[src/design/imhq_pkg.sv]
package imhq_pkg;

  // Fixed field widths of the ports.
  localparam int KEY_W      = 8;
  localparam int PRI_IN_W   = 16;
  localparam int TOTAL_W    = 7;
  localparam int OP_W       = 2;

  // Default sizes.
  localparam int CAPACITY_DEF      = 64;
  localparam int KEY_SPACE_DEF     = 256;
  localparam int PRIORITY_BITS_DEF = 16;

  typedef enum logic [OP_W-1:0] {
    OP_PUSH = 2'd0,
    OP_POP  = 2'd1,
    OP_DEC  = 2'd2,
    OP_NONE = 2'd3
  } op_t;

endpackage

[src/design/imhq_ram.sv]
module imhq_ram #(
  parameter int DEPTH = 64,
  parameter int WIDTH = 24
) (
  input  logic                     clk,
  input  logic                     wr_en,
  input  logic [$clog2(DEPTH)-1:0] wr_addr,
  input  logic [WIDTH-1:0]         wr_data,
  input  logic                     rd_en,
  input  logic [$clog2(DEPTH)-1:0] rd_addr,
  output logic [WIDTH-1:0]         rd_data
);

  logic [WIDTH-1:0] mem [DEPTH];

  // One write port and one registered read port.
  always_ff @(posedge clk) begin
    if (wr_en) begin
      mem[wr_addr] <= wr_data;
    end
    if (rd_en) begin
      rd_data <= mem[rd_addr];
    end
  end

endmodule

[src/design/indexed_min_heap_queue.sv]
// Channel   Direction  Handshake            Payload
// in_       input      in_valid / in_stall  in_operation, in_item_key, in_item_priority
// out_      output     out_valid / out_stall out_ok, out_min_key, out_min_priority,
//                                            out_entry_total
//
// Each item is taken in the idle state, then the sift: a move up reads the parent, then
// compares and writes; a move down reads the left child, then the right child if there is
// one, then compares and writes (two heap reads, one compare). A refused item goes straight
// to the done state, which waits for any stall on the output. The single read port of
// the heap memory is why the two children are read one after the other.
// Reset (rst_n, synchronous, active low) clears the count, the next free key and the
// per-key presence bits at once; the memories need no clearing pass.
// A result waits in the output register while a new item may already be taken.
module indexed_min_heap_queue #(
  parameter int CAPACITY      = imhq_pkg::CAPACITY_DEF,
  parameter int KEY_SPACE     = imhq_pkg::KEY_SPACE_DEF,
  parameter int PRIORITY_BITS = imhq_pkg::PRIORITY_BITS_DEF
) (
  input  logic                          clk,
  input  logic                          rst_n,
  input  logic                          in_valid,
  output logic                          in_stall,
  input  logic [imhq_pkg::OP_W-1:0]     in_operation,
  input  logic [imhq_pkg::KEY_W-1:0]    in_item_key,
  input  logic [imhq_pkg::PRI_IN_W-1:0] in_item_priority,
  output logic                          out_valid,
  input  logic                          out_stall,
  output logic                          out_ok,
  output logic [imhq_pkg::KEY_W-1:0]    out_min_key,
  output logic [imhq_pkg::PRI_IN_W-1:0] out_min_priority,
  output logic [imhq_pkg::TOTAL_W-1:0]  out_entry_total
);

  import imhq_pkg::*;

  localparam int SW  = $clog2(CAPACITY);       // heap slot index
  localparam int CW  = $clog2(CAPACITY + 1);   // entry count
  localparam int NW  = $clog2(KEY_SPACE + 1);  // next free key
  localparam int KIW = $clog2(KEY_SPACE);      // key index into the slot map
  localparam int PB  = PRIORITY_BITS;
  localparam int HW  = KEY_W + PB;             // heap entry: key above priority
  localparam int IW  = SW + 2;                 // child index before range check

  // The sequencer: one state per memory access step.
  typedef enum logic [9:0] {
    ST_IDLE   = 10'b0000000001,
    ST_POP_RD = 10'b0000000010,
    ST_MAP_RD = 10'b0000000100,
    ST_DEC_RD = 10'b0000001000,
    ST_UP     = 10'b0000010000,
    ST_UP_CMP = 10'b0000100000,
    ST_DN     = 10'b0001000000,
    ST_DN_L   = 10'b0010000000,
    ST_DN_R   = 10'b0100000000,
    ST_DONE   = 10'b1000000000
  } state_t;

  state_t               state_r, state_nxt;
  logic [CW-1:0]        cnt_r, cnt_nxt;
  logic [NW-1:0]        nfk_r, nfk_nxt;
  logic [KEY_SPACE-1:0] present_r, present_nxt;
  logic [KEY_W-1:0]     root_key_r, root_key_nxt;
  logic [PB-1:0]        root_pri_r, root_pri_nxt;
  logic [KEY_W-1:0]     cur_key_r, cur_key_nxt;
  logic [PB-1:0]        cur_pri_r, cur_pri_nxt;
  logic [SW-1:0]        hole_r, hole_nxt;
  logic [KEY_W-1:0]     lft_key_r, lft_key_nxt;
  logic [PB-1:0]        lft_pri_r, lft_pri_nxt;
  logic                 ok_r, ok_nxt;
  logic                 out_valid_r, out_valid_nxt;
  logic                 out_ok_r, out_ok_nxt;
  logic [KEY_W-1:0]     out_key_r, out_key_nxt;
  logic [PRI_IN_W-1:0]  out_pri_r, out_pri_nxt;
  logic [TOTAL_W-1:0]   out_total_r, out_total_nxt;

  // Heap memory and slot map ports.
  logic          h_we, h_re;
  logic [SW-1:0] h_wa, h_ra;
  logic [HW-1:0] h_wd, h_rd;
  logic          m_we, m_re;
  logic [KIW-1:0] m_wa, m_ra;
  logic [SW-1:0] m_wd, m_rd;

  logic [KEY_W-1:0] h_rd_key;
  logic [PB-1:0]    h_rd_pri;
  logic             in_acc;
  logic [KIW-1:0]   key_idx;
  logic [PB-1:0]    pri_in;
  logic [SW-1:0]    parent;
  logic [IW-1:0]    l_w, r_w;
  logic             has_l, has_r;
  logic [KEY_W-1:0] cl_key;
  logic [PB-1:0]    cl_pri;
  logic             take_l, take_r;

  imhq_ram #(.DEPTH(CAPACITY), .WIDTH(HW)) u_heap (
    .clk     (clk),
    .wr_en   (h_we),
    .wr_addr (h_wa),
    .wr_data (h_wd),
    .rd_en   (h_re),
    .rd_addr (h_ra),
    .rd_data (h_rd)
  );

  imhq_ram #(.DEPTH(KEY_SPACE), .WIDTH(SW)) u_map (
    .clk     (clk),
    .wr_en   (m_we),
    .wr_addr (m_wa),
    .wr_data (m_wd),
    .rd_en   (m_re),
    .rd_addr (m_ra),
    .rd_data (m_rd)
  );

  assign h_rd_key = h_rd[HW-1:PB];
  assign h_rd_pri = h_rd[PB-1:0];
  assign in_stall = (state_r != ST_IDLE);
  assign in_acc   = in_valid && !in_stall;
  assign key_idx  = KIW'(in_item_key);
  assign pri_in   = PB'(in_item_priority);

  // Tree navigation around the hole that the moving entry occupies.
  assign parent = SW'((hole_r - 1'b1) >> 1);
  assign l_w    = (IW'(hole_r) << 1) + IW'(1);
  assign r_w    = l_w + IW'(1);
  assign has_l  = l_w < IW'(cnt_r);
  assign has_r  = r_w < IW'(cnt_r);

  // Sift-down compare: strictly smaller child wins, the left one on a tie.
  assign cl_key = (state_r == ST_DN_R) ? lft_key_r : h_rd_key;
  assign cl_pri = (state_r == ST_DN_R) ? lft_pri_r : h_rd_pri;
  assign take_l = cl_pri < cur_pri_r;
  assign take_r = (state_r == ST_DN_R) && (h_rd_pri < (take_l ? cl_pri : cur_pri_r));

  always_comb begin
    state_nxt     = state_r;
    cnt_nxt       = cnt_r;
    nfk_nxt       = nfk_r;
    present_nxt   = present_r;
    root_key_nxt  = root_key_r;
    root_pri_nxt  = root_pri_r;
    cur_key_nxt   = cur_key_r;
    cur_pri_nxt   = cur_pri_r;
    hole_nxt      = hole_r;
    lft_key_nxt   = lft_key_r;
    lft_pri_nxt   = lft_pri_r;
    ok_nxt        = ok_r;
    out_valid_nxt = out_valid_r && out_stall;
    out_ok_nxt    = out_ok_r;
    out_key_nxt   = out_key_r;
    out_pri_nxt   = out_pri_r;
    out_total_nxt = out_total_r;
    h_we = 1'b0;
    h_wa = hole_r;
    h_wd = {cur_key_r, cur_pri_r};
    h_re = 1'b0;
    h_ra = '0;
    m_we = 1'b0;
    m_wa = KIW'(cur_key_r);
    m_wd = hole_r;
    m_re = 1'b0;
    m_ra = key_idx;

    case (state_r)
      ST_IDLE: begin
        if (in_acc) begin
          ok_nxt    = 1'b0;
          state_nxt = ST_DONE;
          case (op_t'(in_operation))
            OP_PUSH: begin
              if ((32'(nfk_r) < KEY_SPACE) && (32'(in_item_key) == 32'(nfk_r)) &&
                  (cnt_r < CW'(CAPACITY))) begin
                ok_nxt               = 1'b1;
                cur_key_nxt          = in_item_key;
                cur_pri_nxt          = pri_in;
                hole_nxt             = SW'(cnt_r);
                cnt_nxt              = cnt_r + 1'b1;
                nfk_nxt              = nfk_r + 1'b1;
                present_nxt[key_idx] = 1'b1;
                state_nxt            = ST_UP;
              end
            end
            OP_POP: begin
              if (cnt_r != '0) begin
                ok_nxt                          = 1'b1;
                present_nxt[KIW'(root_key_r)] = 1'b0;
                cnt_nxt                         = cnt_r - 1'b1;
                if (cnt_r != CW'(1)) begin
                  h_re      = 1'b1;
                  h_ra      = SW'(cnt_r - 1'b1);
                  state_nxt = ST_POP_RD;
                end
              end
            end
            OP_DEC: begin
              if ((32'(in_item_key) < KEY_SPACE) && present_r[key_idx]) begin
                m_re        = 1'b1;
                cur_key_nxt = in_item_key;
                cur_pri_nxt = pri_in;
                state_nxt   = ST_MAP_RD;
              end
            end
            default: ;
          endcase
        end
      end
      ST_MAP_RD: begin
        hole_nxt  = m_rd;
        h_re      = 1'b1;
        h_ra      = m_rd;
        state_nxt = ST_DEC_RD;
      end
      ST_DEC_RD: begin
        if (cur_pri_r <= h_rd_pri) begin
          ok_nxt    = 1'b1;
          state_nxt = ST_UP;
        end else begin
          state_nxt = ST_DONE;
        end
      end
      ST_POP_RD: begin
        cur_key_nxt = h_rd_key;
        cur_pri_nxt = h_rd_pri;
        hole_nxt    = '0;
        state_nxt   = ST_DN;
      end
      ST_UP: begin
        if (hole_r == '0) begin
          h_we      = 1'b1;
          m_we      = 1'b1;
          state_nxt = ST_DONE;
        end else begin
          h_re      = 1'b1;
          h_ra      = parent;
          state_nxt = ST_UP_CMP;
        end
      end
      ST_UP_CMP: begin
        h_we = 1'b1;
        m_we = 1'b1;
        if (h_rd_pri > cur_pri_r) begin
          h_wd      = h_rd;
          m_wa      = KIW'(h_rd_key);
          hole_nxt  = parent;
          state_nxt = ST_UP;
        end else begin
          state_nxt = ST_DONE;
        end
      end
      ST_DN: begin
        if (has_l) begin
          h_re      = 1'b1;
          h_ra      = SW'(l_w);
          state_nxt = ST_DN_L;
        end else begin
          h_we      = 1'b1;
          m_we      = 1'b1;
          state_nxt = ST_DONE;
        end
      end
      ST_DN_L, ST_DN_R: begin
        lft_key_nxt = h_rd_key;
        lft_pri_nxt = h_rd_pri;
        if ((state_r == ST_DN_L) && has_r) begin
          h_re      = 1'b1;
          h_ra      = SW'(r_w);
          state_nxt = ST_DN_R;
        end else begin
          h_we = 1'b1;
          m_we = 1'b1;
          if (take_r) begin
            h_wd      = h_rd;
            m_wa      = KIW'(h_rd_key);
            hole_nxt  = SW'(r_w);
            state_nxt = ST_DN;
          end else if (take_l) begin
            h_wd      = {cl_key, cl_pri};
            m_wa      = KIW'(cl_key);
            hole_nxt  = SW'(l_w);
            state_nxt = ST_DN;
          end else begin
            state_nxt = ST_DONE;
          end
        end
      end
      ST_DONE: begin
        if (!out_valid_r || !out_stall) begin
          out_valid_nxt = 1'b1;
          out_ok_nxt    = ok_r;
          out_key_nxt   = (cnt_r != '0) ? root_key_r : '0;
          out_pri_nxt   = (cnt_r != '0) ? PRI_IN_W'(root_pri_r) : '0;
          out_total_nxt = TOTAL_W'(cnt_r);
          state_nxt     = ST_IDLE;
        end
      end
      default: state_nxt = ST_IDLE;
    endcase

    // The root is mirrored in registers so the result needs no extra read.
    if (h_we && (h_wa == '0)) begin
      root_key_nxt = h_wd[HW-1:PB];
      root_pri_nxt = h_wd[PB-1:0];
    end
  end

  always_ff @(posedge clk) begin
    if (!rst_n) begin
      state_r     <= ST_IDLE;
      cnt_r       <= '0;
      nfk_r       <= '0;
      present_r   <= '0;
      out_valid_r <= 1'b0;
    end else begin
      state_r     <= state_nxt;
      cnt_r       <= cnt_nxt;
      nfk_r       <= nfk_nxt;
      present_r   <= present_nxt;
      out_valid_r <= out_valid_nxt;
    end
    root_key_r  <= root_key_nxt;
    root_pri_r  <= root_pri_nxt;
    cur_key_r   <= cur_key_nxt;
    cur_pri_r   <= cur_pri_nxt;
    hole_r      <= hole_nxt;
    lft_key_r   <= lft_key_nxt;
    lft_pri_r   <= lft_pri_nxt;
    ok_r        <= ok_nxt;
    out_ok_r    <= out_ok_nxt;
    out_key_r   <= out_key_nxt;
    out_pri_r   <= out_pri_nxt;
    out_total_r <= out_total_nxt;
  end

  assign out_valid        = out_valid_r;
  assign out_ok           = out_ok_r;
  assign out_min_key      = out_key_r;
  assign out_min_priority = out_pri_r;
  assign out_entry_total  = out_total_r;

endmodule
[config.mk]
export PLATFORM = sky130hd
export DESIGN_NAME = indexed_min_heap_queue
export DESIGN_NICKNAME = d
export VERILOG_FILES = /design/src/design/imhq_pkg.sv /design/src/design/imhq_ram.sv /design/src/design/indexed_min_heap_queue.sv
export SDC_FILE = /design/constraint.sdc
export NUM_CORES = 2
export LEC_CHECK = 0
export BUFFER_PORTS_ARGS = -buffer_cell sky130_fd_sc_hd__buf_4
export CAP_MARGIN = 20
export CORE_MARGIN = 5
export CORE_UTILIZATION = 35
export DETAILED_ROUTE_END_ITERATION = 8
export GPL_TIMING_DRIVEN = 0
export PLACE_DENSITY_LB_ADDON = 0.1
export SLEW_MARGIN = 10
export SYNTH_ARGS = -nofsm -noshare
export SYNTH_HDL_FRONTEND = slang
export SYNTH_SLANG_ARGS = --single-unit
[constraint.sdc]
create_clock -name clk -period 14.01 [get_ports clk]
set_input_delay 0.7005 -clock clk [delete_from_list [all_inputs] [get_ports clk]]
set_output_delay 0.7005 -clock clk [all_outputs]
set_load 0.02 [all_outputs]
# Yosys cells after proc, flatten, opt, wreduce, memory -nomap -nowiden
# Memories as Yosys holds them, arrays and structs flattened. A register that Yosys moved wholly into a read port is not among the register bits.
# Cells that the tools add are included.
[word_totals]
regBits = 394
latch_bits = 0
mem_bits_rw = 3072
romBits = 0
input_bits = 30
out_inout_bits = 34
word_cells = 188
mem_count = 2
[op_classes]
addsub = 6
multipliers = 0
div_mod_pow = 0
magnitude_cmp = 12
n_eq_ne = 28
shift = 0
muxes = 92
bitwise = 3
reduce_logical = 28
[memory_table]
columns = ["memory", "words", "width", "read_ports", "rd_clocked_by_memory_dff", "write_ports", "line_no", "source"]
rows = [
  ["u_heap.mem", 64, 24, 1, 1, 1, "imhq_ram.sv:14", "logic [WIDTH-1:0] mem [DEPTH];"],
  ["u_map.mem", 256, 6, 1, 1, 1, "imhq_ram.sv:14", ""],
]
[ops]
columns = ["op", "count"]
rows = [
  ["2-to-1 mux 256 bit", 2],
  ["case mux 256 bit (2 select lines)", 1],
  ["bitwise AND 256 bit", 1],
  ["inverter 256 bit", 1],
  ["bitwise OR 256 bit", 1],
  ["2-to-1 mux 10 bit", 13],
  ["2-to-1 mux 24 bit", 4],
  ["case mux 10 bit (9 select lines)", 1],
  ["2-to-1 mux 16 bit", 5],
  ["2-to-1 mux 6 bit", 13],
  ["2-to-1 mux 8 bit", 8],
  ["case mux 16 bit (2 select lines)", 2],
  ["case mux 6 bit (5 select lines)", 2],
  ["case mux 24 bit (2 select lines)", 1],
  ["case mux 8 bit (2 select lines)", 3],
  ["< comparator 16 bit", 2],
  ["case mux 10 bit (3 select lines)", 1],
  ["2-to-1 mux 1 bit", 25],
  ["< comparator 8 x 9 -> 1 bit, second input constant", 2],
  ["demux 1 bit (select 8 bit)", 2],
  [">= comparator 8 x 1 -> 1 bit, second input constant", 2],
  ["> comparator 16 bit", 1],
  ["<= comparator 16 bit", 1],
  ["< comparator 8 x 7 -> 1 bit", 2],
  ["48 further kinds", 73],
]

# Depth between registers and ports, before layout
[depth]
word_depth = 9
depth_mapped = 34
depth_no_buf = 22

# Cells and area by module
# Synthesis repeated with hierarchy kept, for this count alone.
[unflattened]
cells_unflattened = 7861
hier_area_um2 = 140836.3
[modules_own_cells]
columns = ["module", "instances", "cells_per_inst", "area_per_inst_um2", "seq_area_each_um2"]
rows = [
  ["imhq_ram (u_map)", 1, 2964, 60133.9, 46304.4],
  ["imhq_ram (u_heap)", 1, 2611, 59570.9, 46844.9],
  ["indexed_min_heap_queue", 1, 2286, 21131.5, 8998.6],
]

# Worst setup path after synthesis
# Ideal clock, no wire load.
[synth_timing]
path_type = "register -> register"
startpoint = "reg state_r[9]"
endpoint = "reg root_pri_r[10] (data pin)"
setup_ns = 0.709
arrival_ns = 9.163
t_required_ns = 13.301
slack_ns = 4.138
stages_incl_launch_ff = 30
path_buffers = 8
synth_period_minus_slack_ns = 9.872
path_cell_list = "dfxtp_1 > nor3_2 > and4_1 > clkbuf_1 > buf_1 > clkbuf_1 > mux2i_1 > inv_1 > ha_1 > o211ai_1 > o21ai_0 > and2_1 > o21bai_1 > clkbuf_1 > clkbuf_1 > clkbuf_1 > nor2_1 > a21oi_1 > ha_1 > a2111oi_0 > o21ai_0 > o21ai_0 > nand3_1 > a211oi_2 > clkbuf_1 > clkbuf_1 > o21ai_0 > o21ai_0 > a21oi_1 > o21ai_0"
[synth_between]
elab_chain_cells = 9
elab_cells_between_ends = 14
cone_classes = "2 x order compare; 3 x eq/ne; 6 x mux; 3 x reduce/logical"
[synth_lines]
columns = ["item", "line_no", "source"]
rows = [
  ["from (decl)", "indexed_min_heap_queue.sv:58", "state_t state_r, state_nxt;"],
  ["from (signal assigned)", "indexed_min_heap_queue.sv:315", "state_r <= state_nxt;"],
  ["equality test 10 x 9 -> 1 bit", "indexed_min_heap_queue.sv:132, indexed_min_heap_queue.sv:134, indexed_min_heap_queue.sv:165", ""],
  ["2-to-1 mux 16 bit", "indexed_min_heap_queue.sv:132", "assign cl_pri = (state_r == ST_DN_R) ? lft_pri_r : h_rd_pri;"],
  ["< comparator 16 bit", "indexed_min_heap_queue.sv:133", "assign take_l = cl_pri < cur_pri_r;"],
  ["2-to-1 mux 16 bit", "indexed_min_heap_queue.sv:134", "assign take_r = (state_r == ST_DN_R) && (h_rd_pri < (take_l ? cl_pri : cur_pri_r));"],
  ["< comparator 16 bit", "indexed_min_heap_queue.sv:134", ""],
  ["logical AND 1 bit", "indexed_min_heap_queue.sv:134", ""],
  ["2-to-1 mux 24 bit", "indexed_min_heap_queue.sv:272", "if (take_r) begin"],
  ["2-to-1 mux 24 bit", "indexed_min_heap_queue.sv:265", "if ((state_r == ST_DN_L) && has_r) begin"],
  ["case mux 24 bit (2 select lines) (*)", "indexed_min_heap_queue.sv:165", "case (state_r)"],
  ["named net h_wd[10]", "indexed_min_heap_queue.sv:79", "logic [HW-1:0] h_wd, h_rd;"],
  ["to (signal assigned)", "indexed_min_heap_queue.sv:322", "root_pri_r <= root_pri_nxt;"],
  ["to (decl)", "indexed_min_heap_queue.sv:63", "logic [PB-1:0] root_pri_r, root_pri_nxt;"],
]
# The timed path passes the listed nets; every way through them passes the cells marked *.
# A chain may end at the register's enable or synchronous reset.

# Final worst setup path
[layout_timing]
startpoint = "reg state_r[9]"
endpoint = "mem u_map.mem[197][0] (netlist bit) (enable)"
[layout_between]
elab_chain_cells = 9
elab_cells_between_ends = 21
cone_classes = "2 x order compare; 5 x eq/ne; 11 x mux; 3 x reduce/logical"
[layout_lines]
columns = ["item", "line_no"]
rows = [
  ["equality test 10 x 9 -> 1 bit", "-"],
  ["2-to-1 mux 16 bit", "indexed_min_heap_queue.sv:132"],
  ["< comparator 16 bit", "indexed_min_heap_queue.sv:133"],
  ["2-to-1 mux 16 bit", "indexed_min_heap_queue.sv:134"],
  ["< comparator 16 bit", "indexed_min_heap_queue.sv:134"],
  ["logical AND 1 bit", "indexed_min_heap_queue.sv:134"],
  ["2-to-1 mux 8 bit", "indexed_min_heap_queue.sv:272"],
  ["2-to-1 mux 8 bit", "indexed_min_heap_queue.sv:265"],
  ["case mux 8 bit (2 select lines)", "indexed_min_heap_queue.sv:165"],
  ["to (decl)", "imhq_ram.sv:14"],
]
# Several ways; a longest one is shown, not always the timed one.

==> results.json <==
{
  "finalPower_uw": 22100,
  "hold_viol_final": 0,
  "clkTransAtPathRegs_ns": 0.06,
  "finish.utilization_pct": 41.96,
  "gp_congestion": 0.9304,
  "seq_power_share_pct": 51.0,
  "num-nets-final": 10450,
  "hold-worst-slack_ns": 0.07347,
  "grt.total_usage_pct": 28.48,
  "syn_nets": 9656,
  "status": "complete, no violations",
  "synth_top_flop_cell": "edfxtp_1",
  "p_sw_share_pct": 21.61,
  "seq_area_frac_synth_pct": 72.01,
  "overflow": 0,
  "htreeDepth": 5,
  "vias": 96380,
  "place_ws_ns": 0.9158,
  "worst_slack_ns": 0.6149,
  "ctsResizeCount": 0,
  "maxSlewViolCount": 0,
  "grt_pass1_wl_um": 811500,
  "die-area_um2": 418100,
  "leakage_uw": 0.05506,
  "vdd_drop_max_mv": 0.1003,
  "power_density_nw_per_um2": 130.6,
  "end_kind": "register",
  "crit_required_ns": 14.60,
  "cp_max_fo": 10,
  "drv_cap": 0,
  "internal_power_uw": 17320,
  "initial_core_util_pct": 35.18,
  "p_clk_share_pct": 45.7,
  "viasPerCell": 5.992,
  "slowest_stage": "clkbuf_1",
  "syn_inst": 9562,
  "rows": 233,
  "core_um2": 403200,
  "r2r_slack_ns": 0.61,
  "pwr-share-comb_pct": 3.3,
  "grt_max_degree": 65,
  "cts.sinks": 3496,
  "clock.fmax_mhz": 74.65,
  "cts_tree": "yes",
  "hold_class": "in2reg",
  "clock_latency_ns": 0.99,
  "synth-edff-count": 3213,
  "cp.arrival_ns": 13.98,
  "synthDistinctLibCells": 98,
  "crit_family": "buffers and inverters",
  "ant_nets": 0,
  "grt_pass1_vias": 90350,
  "critPathKind": "reg2reg",
  "min_period_over_period_pct": 95.61,
  "ys_warn_count": 0,
  "cts_buffers": 379,
  "drt-total-wl_um": 612900,
  "min_period_ns": 13.40,
  "rsz0062_at_grt": "no",
  "firstDrtPassIters": 8,
  "portBuffers": 56,
  "maxSlewHeadroom_pct": 7.563,
  "ys_seq_elements": 3496,
  "critPathBufInv": 11,
  "fin_skew_ns": 0.04639,
  "drc": 0,
  "wl_per_cell_um": 38.10,
  "drtIter0Drc": 15110,
  "drive_gt1_share_pct": 17.75,
  "die_height_um": 646.6,
  "start_kind": "register",
  "fin_setup_tns_ns": 0,
  "pin_count": 64,
  "synthArstFlopShare_pct": 0,
  "antenna_found_initial": 55,
  "cp_slowest_stage_delay_ns": 0.80,
  "synth_area_per_cell_um2": 14.84,
  "die_width_um": 646.6,
  "syn_area_um2": 141900,
  "cpMostUsedCell": "clkbuf_1",
  "p_sw_uw": 4776,
  "clock_path_buffers": 4,
  "worst_pin_slew_ns": 1.387,
  "cts-root-buf": "clkbuf_16",
  "dp_hpwl_um": 438100,
  "area_growth_pct": 19.26,
  "setup_viol": 0
}
final cells by class:
type | instances | area (µm²)
inverters | 55 | 206.4
plain buffers | 630 | 2703
diodes | 26 | 65.06
clock buffers | 495 | 10190
well taps | 5405 | 6763
clock inverters | 188 | 1983
flip-flops and latches | 3496 | 102100
multi-input cells | 5381 | 37860
repair buffers | 408 | 7259
fillers | 36390 | 234000
cell usage after synthesis (22+ instances only):
cell type  number  share of area, %
a21oi_1       380               1.3
a22oi_1        89              0.47
a31oi_1       141              0.62
a32oi_1        35              0.22
and2_1         42              0.19
and3_1        171              0.75
buf_1         123              0.33
buf_2         131              0.46
clkbuf_1      365              0.97
dfxtp_1       283               4.0
edfxtp_1     3213                68
ha_1           64              0.56
inv_1          53              0.14
mux2i_1        60              0.42
mux4_2        566               9.0
nand2_1      1905               5.0
nand3_1       622               2.2
nand4_1        77              0.34
nor2_1        402               1.1
nor3_1         95              0.34
o211ai_1       22              0.12
o21ai_0       344               1.2
or3_1          26              0.11
xnor2_1        24              0.15
per-layer routing:
| metal | routed length (µm) | global-route usage (%) |
|---|---|---|
| met5 | 76 | 0 |
| met4 | 23810 | 9.135 |
| met3 | 68850 | 7.255 |
| met2 | 264000 | 42.10 |
| met1 | 256100 | 41.12 |
registers in the layout, indices dropped and copies added (netlist names), 16 cells and up:
| register | flops |
|---|---|
| u_map.mem | 1536 |
| u_heap.mem | 1536 |
| present_r | 256 |
| root_pri_r | 16 |
| cur_pri_r | 16 |
| lft_pri_r | 16 |
| out_min_priority | 16 |
| u_heap.rd_data | 24 |
per-stage QoR:
| stage | cells | cell area (µm²) |
|---|---|---|
| after floorplan | 9562 | 141900 |
| after global placement | 15020 | 149000 |
| after detailed placement | 15350 | 156700 |
| after CTS | 16040 | 169000 |
| after global routing | 16060 | 169100 |
| final | 16080 | 169200 |
power groups by stage:
stage | clock (µW) | sequential (µW) | combinational [µW]
6_report | 10100 | 11300 | 731
3_5_place_dp | 0 | 11500 | 717
5_1_grt | 10600 | 11300 | 740
3_3_place_gp | 0 | 11500 | 668
4_1_cts | 10200 | 11300 | 721
2_1_floorplan | 0 | 11500 | 315
placed cells by master, fill, tap and decap left out, types with 23 or more instances in the layout:
cell type  count
a21oi_1      376
a22oi_1       89
a31oi_1      141
a32oi_1       35
and2_1        42
and3_1       171
buf_1         84
buf_12       114
buf_16       113
buf_2        184
buf_4         84
buf_8         59
bufinv_16     39
clkbuf_1     403
clkbuf_16    389
clkbuf_2      62
clkinv_1      76
clkinv_2      45
dfxtp_1      283
diode_2       26
edfxtp_1    3213
ha_1          64
inv_1         52
mux2i_1       60
mux4_2       566
nand2_1     1903
nand3_1      622
nand4_1       77
nor2_1       334
nor2_4        65
nor3_1        74
nor3_2        23
o21ai_0      327
or3_1         26
xnor2_1       24
repair_timing:
item                                   4_1_cts  5_1_grt
setup buffers                                0        0
endpoints found under the hold margin       10        0
hold buffers                                10        0
worst reg2reg max path: cells and delay by family, from the launching register on:
kind	cells	cell delay, ns
and+or+nand+nor	7	2.67
buffers and inverters	11	5.56
AOI/OAI and AO/OA	10	3.38
DFF	1	0.39
adders and majority gates	2	0.63
muxes	1	0.40
cell families (layout without fill, tap and decap cells):
group / after synthesis / in the layout / synth area share [%]
mux: 641 / 641 / 9.532
xor+xnor: 32 / 32 / 0.1976
buf+inv: 685 / 1776 / 1.962
simple gates: 3478 / 3478 / 10.76
other cells: 0 / 26 / 0
flops: 3496 / 3496 / 72.01
compound gates: 1166 / 1166 / 4.977
fa+ha+maj: 64 / 64 / 0.5645
final timing paths:
check / startpoint / endpoint / cells past startpoint
worst min-delay path: in_item_priority[2] / cur_pri_r[2] / 3
worst max register to register: state_r[9] / u_map.mem[197][0] / 31
worst max-delay path: state_r[9] / u_map.mem[197][0] / 31
worst min register to register: ok_r / out_ok / 0
No activity file was read; power rests on OpenSTA's default activity.
